## config.mk

```make
export PLATFORM = sky130hd
export DESIGN_NAME = spf_front
export DESIGN_NICKNAME = d
export VERILOG_FILES = /design/src/rtl/spf_pkg.sv /design/src/rtl/spf_front.sv
export SDC_FILE = /design/constraint.sdc
export NUM_CORES = 1
export LEC_CHECK = 0
export ABC_AREA = 1
export BUFFER_PORTS_ARGS = -buffer_cell sky130_fd_sc_hd__buf_2
export CAP_MARGIN = 20
export CORE_MARGIN = 4
export CORE_UTILIZATION = 41
export DETAILED_ROUTE_END_ITERATION = 10
export GPL_TIMING_DRIVEN = 0
export PLACE_DENSITY = 0.79
export SLEW_MARGIN = 30
export SYNTH_ARGS = -nofsm -noshare
export SYNTH_HDL_FRONTEND = slang
export SYNTH_SLANG_ARGS = --single-unit
```

## constraint.sdc

```tcl
create_clock -name clk -period 9.9 [get_ports clk]
set_clock_uncertainty 0.05 [all_clocks]
set_input_delay 1.485 -clock clk [delete_from_list [all_inputs] [get_ports clk]]
set_output_delay 1.485 -clock clk [all_outputs]
set_load 0.1 [all_outputs]
```

## src/rtl/spf_pkg.sv

```systemverilog
package spf_pkg;

    localparam int RULE_DEPTH = 256;
    localparam int CONN_DEPTH = 1024;

    localparam int RAW = (RULE_DEPTH > 1) ? $clog2(RULE_DEPTH) : 1;
    localparam int RCW = $clog2(RULE_DEPTH + 1);
    localparam int CAW = (CONN_DEPTH > 1) ? $clog2(CONN_DEPTH) : 1;
    localparam int CCW = $clog2(CONN_DEPTH + 1);

    localparam int IN_W  = 136;
    localparam int OUT_W = 40;

    typedef enum logic [1:0] {
        OP_PKT  = 2'd0,
        OP_TICK = 2'd1,
        OP_INS  = 2'd2,
        OP_DEL  = 2'd3
    } op_t;

    localparam logic [1:0] KIND_DEFAULT = 2'd0;
    localparam logic [1:0] KIND_RULE    = 2'd1;
    localparam logic [1:0] KIND_CONN    = 2'd2;
    localparam logic [1:0] KIND_NONE    = 2'd3;

    localparam logic [1:0] ST_OK        = 2'd0;
    localparam logic [1:0] ST_BAD_INDEX = 2'd1;
    localparam logic [1:0] ST_RULE_FULL = 2'd2;
    localparam logic [1:0] ST_CONN_FULL = 2'd3;

    localparam logic [1:0] ACT_PERMIT = 2'd0;
    localparam logic [1:0] ACT_REJECT = 2'd1;

    localparam logic [7:0] PROTO_TCP  = 8'd6;
    localparam logic [7:0] PROTO_UDP  = 8'd17;
    localparam logic [7:0] PROTO_ICMP = 8'd1;

    localparam logic [2:0] CLS_TCP  = 3'd0;
    localparam logic [2:0] CLS_UDP  = 3'd1;
    localparam logic [2:0] CLS_ICMP = 3'd2;
    localparam logic [2:0] CLS_ANY  = 3'b111;

    localparam logic [16:0] PORT_ANY = 17'h1FFFF;

    localparam logic CFG_DEFAULT_ACTION = 1'b0;
    localparam logic CFG_LIFETIME       = 1'b1;
    localparam logic [3:0] LIFETIME_RESET = 4'd5;

    typedef struct packed {
        op_t         op;
        logic [31:0] src_ip;
        logic [31:0] dst_ip;
        logic [16:0] src_port;
        logic [16:0] dst_port;
        logic [2:0]  cls;
        logic [8:0]  rule_index;
        logic [5:0]  src_shift;
        logic [5:0]  dst_shift;
        logic [2:0]  rule_protocol;
        logic [1:0]  rule_action;
    } cmd_t;

    typedef struct packed {
        logic [31:0] sa;
        logic [31:0] da;
        logic [5:0]  ssh;
        logic [5:0]  dsh;
        logic [16:0] sp;
        logic [16:0] dp;
        logic [2:0]  pr;
        logic [1:0]  act;
    } rule_t;

    typedef struct packed {
        logic [31:0] sa;
        logic [31:0] da;
        logic [15:0] sp;
        logic [15:0] dp;
    } key_t;

    typedef struct packed {
        logic       default_action;
        logic [3:0] lifetime;
    } cfg_t;

    // first field in the highest bits
    typedef struct packed {
        logic [10:0] conn_count;
        logic [8:0]  rule_count;
        logic [1:0]  status;
        logic [7:0]  matched_rule;
        logic [1:0]  match_kind;
        logic        verdict;
    } result_t;

    function automatic logic [31:0] prefix_mask(input logic [5:0] sh);
        logic [31:0] m;
        if (sh >= 6'd32)
            m = '0;
        else
            m = 32'hFFFF_FFFF << sh;
        return m;
    endfunction

    function automatic logic port_ok(input logic [16:0] rp, input logic [15:0] pp);
        return (rp == PORT_ANY) || (!rp[16] && rp[15:0] == pp);
    endfunction

    function automatic logic rule_hit(input rule_t r, input cmd_t c);
        logic [31:0] sm;
        logic [31:0] dm;
        logic        hit;
        sm  = prefix_mask(r.ssh);
        dm  = prefix_mask(r.dsh);
        hit = (((r.sa ^ c.src_ip) & sm) == '0) && (((r.da ^ c.dst_ip) & dm) == '0)
              && (r.pr == CLS_ANY || r.pr == c.cls);
        if (c.cls != CLS_ICMP)
            hit = hit && port_ok(r.sp, c.src_port[15:0]) && port_ok(r.dp, c.dst_port[15:0]);
        return hit;
    endfunction

endpackage

```

## src/rtl/spf_front.sv

```systemverilog
module spf_front (
    input  logic                 clk,
    input  logic                 rst_n,
    input  logic                 s_tvalid,
    output logic                 s_tready,
    input  logic [spf_pkg::IN_W-1:0] s_tdata,
    output logic                 push,
    output spf_pkg::cmd_t        push_cmd,
    input  logic                 q_ready
);
    import spf_pkg::*;

    cmd_t in_reg, in_next;
    logic full_reg, full_next;
    logic accept;
    cmd_t dec;
    logic [7:0] proto;

    always_comb
    begin
        proto             = s_tdata[107:100];
        dec.op            = op_t'(s_tdata[1:0]);
        dec.src_ip        = s_tdata[33:2];
        dec.dst_ip        = s_tdata[65:34];
        dec.src_port      = s_tdata[82:66];
        dec.dst_port      = s_tdata[99:83];
        dec.rule_index    = s_tdata[116:108];
        dec.src_shift     = s_tdata[122:117];
        dec.dst_shift     = s_tdata[128:123];
        dec.rule_protocol = s_tdata[131:129];
        dec.rule_action   = s_tdata[133:132];
        case (proto)
            PROTO_TCP:  dec.cls = CLS_TCP;
            PROTO_UDP:  dec.cls = CLS_UDP;
            PROTO_ICMP: dec.cls = CLS_ICMP;
            default:    dec.cls = CLS_ANY;   // unknown protocol, matches nothing
        endcase
    end

    assign push     = full_reg && q_ready;
    assign push_cmd = in_reg;
    assign s_tready = !full_reg || q_ready;
    assign accept   = s_tvalid && s_tready;

    always_comb
    begin
        in_next   = in_reg;
        full_next = full_reg;
        if (accept)
        begin
            in_next   = dec;
            full_next = 1'b1;
        end
        else if (push)
        begin
            full_next = 1'b0;
        end
    end

    always_ff @(posedge clk or negedge rst_n)
    begin
        if (!rst_n)
            full_reg <= 1'b0;
        else
            full_reg <= full_next;
    end

    always_ff @(posedge clk)
    begin
        in_reg <= in_next;
    end

endmodule

```

Word-level counts from Yosys, hierarchy flattened
Cells that the tools add are included. W data, S select, Z words.

Input port bits: 140. Word-level logic and storage cells: 23. Flip-flop bits (word level): 130.

Multiplexer cells: 3. Reduce and logical (&&, ||, !) cells: 5. Equality and inequality tests: 3.

Operators by type and width (number): $pmux W3 S3 (1); $eq A8 B1 Y1 const B (1); $eq A8 B3 Y1 const B (1); $eq A8 B5 Y1 const B (1); $logic_and A1 B1 Y1 (2); $mux W1 (2); $reduce_bool A2 Y1 (1); $logic_not A1 Y1 (1); $logic_or A1 B1 Y1 (1).

Logic depth before layout (Yosys ltp)
Depth after elaboration: 4. Gate-level depth with buffers: 6. Gate-level depth less buffers: 6.

Worst setup path after synthesis
Ideal clock, no wire load.

Kind: in2reg. From: input port s_tvalid. To: register in_reg, in the netlist push_cmd[0] (enable). Stages on the path: 2. Setup slack: 1.453 ns. Arrival time: 7.738 ns. Data required time: 9.191 ns. Cells stage by stage: inv_1 -> a21oi_1.

Cells in the longest elaborated chain, start to end: 1.

Ends and longest elaborated chain: start, declared (line spf_front.sv:4) `input logic s_tvalid,`; $logic_and A1 B1 Y1 (line spf_front.sv:43) `assign accept = s_tvalid && s_tready;`; via accept (line spf_front.sv:15) `logic accept;`; end signal, assigned (line spf_front.sv:70) `in_reg <= in_next;`; end, declared (line spf_front.sv:13) `cmd_t in_reg, in_next;`.

The timed path passes the listed nets, and every way through them passes these cells. A chain may end at the register's enable or synchronous reset.

Final worst setup path
From: input port q_ready. To: output port s_tready.

Cells in the longest elaborated chain, start to end: 1.

Ends and longest elaborated chain: start, declared (line spf_front.sv:9) `input logic q_ready`; $logic_or A1 B1 Y1 (line spf_front.sv:42) `assign s_tready = !full_reg || q_ready;`; end, declared (line spf_front.sv:5) `output logic s_tready,`.

Every way passes these cells.

==> results by stage <==
Status:
- The flow ran to the end, and the final reports show no timing, DRC or antenna violations.

Layout:
- The share of the core filled with cells in the final layout is 67.4%.
- The number of nets at the end of the flow is 593.
- The fraction of layout instances using a drive strength above 1 is 65.9%.
- The post-route cell area is 6350 um2.
- The flip-flop count of the largest register, all copies and words added is 129.
- Fill cells in the final layout number 665.
- The synthesis-to-finish area growth is 57.6%.
- The number of antenna diodes in the final layout is 0.

Clocking:
- Clock-pin slew was measured on the worst setup and hold paths at 0.06 ns.
- TritonCTS built the clock tree.
- The quantity of hold-fixing buffers added after cts is 0.
- The number of H-tree levels is 4.
- The number of sinks on the clock net is 130.
- The maximum root-to-sink buffer count is 2.
- TritonCTS created 17 clock buffers.
- The insertion delay of the later-clocked pin in the worst-skew pair is 0.49 ns.
- The tree is rooted in a clkbuf_8.
- Post-CTS repair changed the size of 0 cells.
- The number of setup buffers added after CTS is 0.

Critical path:
- Setup slack on the worst reg-to-reg path comes out at 8.00 ns.
- Data on the critical path is required at its endpoint by 8.37 ns.
- The highest net fanout along the worst path is 2.
- The worst setup path is of the in -> out kind.
- STA classifies the critical path startpoint as an input port.
- In this run the critical register-to-register path is launched from full_reg.
- The endpoint type of the worst setup path is a primary output.
- The worst reg2reg path endpoint is push_cmd[34].
- The critical path starts at q_ready.
- The worst endpoint data arrival time is 2.18 ns.
- The capturing instance or port of the critical path is s_tready.
- The length in cells of the worst reg-to-reg path is 4.

Floorplan:
- 271 I/O pins were placed.
- The initial core utilization is 42.8%.
- The placeable core region is 9420 um2.
- The die is 107 um tall.
- The floorplan step defined a die boundary enclosing 11500 um2.
- In this run the core area contains 35 standard-cell rows.
- The die boundary width is 107 um.

Synth:
- The number of nets in the synthesized netlist is 300.
- The distinct cell type count of the synthesized netlist is 10.
- The post-synthesis sequential area ratio is 96.8%.
- The average instance in the mapped netlist occupies 25.2 um2.
- In this run, synthesis produced a sequential element count of 130.
- Summing every instance area after synthesis gives 4030 um2.
- The synthesized netlist cell count is 160.
- The count of yosys warnings during synthesis is 0.

Power and ir drop:
- In this run the static leakage power is 2.75 nW.
- The part of the power in registers is 40.0%.
- Net switching is 29.1% of the power.
- The switching power is 0.000472 W.
- The part of the total power dissipated in combinational logic is 17.8%.
- The portion of total power attributed to the clock network is 42.2%.
- The internal power of the cells totals 0.00115 W.
- The power density over the cells is 255 nW/um2.
- The worst supply voltage drop on vdd is 0.142 mV.

Timing:
- The final count of pins violating max slew is 0.
- Setup repair after global routing left no endpoint under its margin.
- Based on the critical path, the design can be clocked at up to 0.269 GHz.
- The time the final worst path needs with I/O delays and setup is 3.71 ns.
- The worst slew slack as a fraction of its limit is 63.4%.
- The number of hold violations in the final report is 0.
- The final cycle utilization of the critical path is 37.5%.
- The total of endpoints with negative setup slack in the final report is 0.
- The actual transition at the worst max-transition pin is 0.553 ns.

Routing:
- For this block, the routed nets add up to 9920 um of wire.
- The remaining number of nets flagged by the antenna check after routing is 0.
- The routed length per instance is 16.7 um.
- The violation count after the first detailed-routing iteration is 95.
- The number of remaining DRC errors is 0.
- The detailed-router iteration count before antenna repair is 4.
- Detailed routing inserted a total of 2619 vias.
- Dividing the detail-routed via count by the number of cells gives 4.40.

GRT:
- Global routing finished with a remaining overflow of 0.
- Entering global routing, the biggest net connects 25 pins.
- The via count of the first global-routing pass is 2780.
- The number of antenna violations at the first check in global routing is 0.
- The overall fraction of global-route tracks in use is 17.1%.
- The wire length of the first global-routing pass is 14600 um.

Run:
- The number of maximum-capacitance violations is 0.

Placed design:
- The count of buffers from port buffering is 268.
- The total placed instance area is 5700 um2.
- The wire-length estimate of the detail-placed layout is 7860 um.
- The final weighted congestion of routability-driven global placement is 0.781.

Hold path:
- The min-delay analysis places its worst path in the category reg -> reg.
[cells in the final DEF (no fill, tap or decap)]
| master | instances |
|---|---|
| clkbuf_16 | 16 |
| edfxtp_1 | 129 |
| buf_8 | 1 |
| clkbuf_1 | 2 |
| clkinv_4 | 2 |
| bufinv_16 | 6 |
| nand2_1 | 8 |
| clkinvlp_4 | 1 |
| dfrtp_1 | 1 |
| a21oi_4 | 1 |
| nor2_4 | 1 |
| nor2_2 | 1 |
| buf_16 | 5 |
| o21ai_1 | 1 |
| nor2_1 | 7 |
| a21oi_1 | 2 |
| nand2_2 | 1 |
| clkbuf_8 | 1 |
| clkinv_2 | 1 |
| inv_6 | 2 |
| inv_1 | 8 |
| buf_2 | 268 |
| clkinv_1 | 1 |
[cell families (layout without fill, tap and decap cells)]
| family | after synthesis | in the layout | share of synthesized area, % |
|---|---|---|---|
| AO/OA/AOI/OAI | 4 | 4 | 0.497 |
| buffers and inverters | 8 | 314 | 0.745 |
| flip-flops | 130 | 130 | 96.8 |
| AND/OR/NAND/NOR | 18 | 18 | 1.99 |
[power by group through the flow]
stage / Sequential [W] / Clock [W] / Combinational, W
2_1_floorplan: 0.000872 / 0 / 0.0000162
3_3_place_gp: 0.000669 / 0 / 0.000276
3_5_place_dp: 0.000660 / 0 / 0.000290
4_1_cts: 0.000649 / 0.000698 / 0.000290
5_1_grt: 0.000651 / 0.000726 / 0.000296
6_report: 0.000649 / 0.000684 / 0.000288
[how the worst min path moves through the flow]
| stage | start | end | slack [ns] | cells after the start |
|---|---|---|---|---|
| global placement | full_reg | full_reg | 0.45 | 2 |
| finish | full_reg | full_reg | 0.58 | 2 |
| floorplan | full_reg | full_reg | 1.07 | 2 |
| CTS | full_reg | full_reg | 0.60 | 2 |
| global route | full_reg | full_reg | 0.62 | 2 |
| detailed placement | full_reg | full_reg | 0.58 | 2 |
[critical path, stage by stage]
cell and delay [ns]:
buf_2 0.09, inv_1 0.07, nand2_1 0.10, buf_2 0.43
[layout make-up]
class,instances,area (um2),area share [%]
clock buffer,19,422,6.64
clock inverter,13,231,3.65
inverter,8,30.0,0.473
multi-input combinational,22,111,1.75
sequential,130,3900,61.4
tap,129,161,2.54
timing repair buffer,274,1490,23.5
[through the flow]
step,power [W],instances,setup TNS [ns],worst slack [ns],hold slack (ns)
global placement,0.000945,557,-58.52,-0.461,0.447
CTS,0.00164,595,0,6.17,0.598
detailed placement,0.000950,563,0,6.18,0.582
global route,0.00167,595,0,6.15,0.621
floorplan,0.000888,160,0,1.45,1.07
finish,0.00162,595,0,6.19,0.579
[synthesized netlist by cell type, drive strengths merged]
cell type,instances,area (um2)
edfxtp,129,3870
nand2,9,36.3
nor2,9,43.8
inv,8,30.0
a21oi,3,15.0
dfrtp,1,25.0
o21ai,1,5.00
[metal layers]
metal  up-vias  GRT usage [%]  routed length [um]
met2       162           31.4                5430
met1      1241           16.7                3220
met5         -              0                   0
met3         7           8.13                1160
met4         0           5.94                 104
li1       1209              -                   -
No activity file was read; power rests on OpenSTA's default activity.
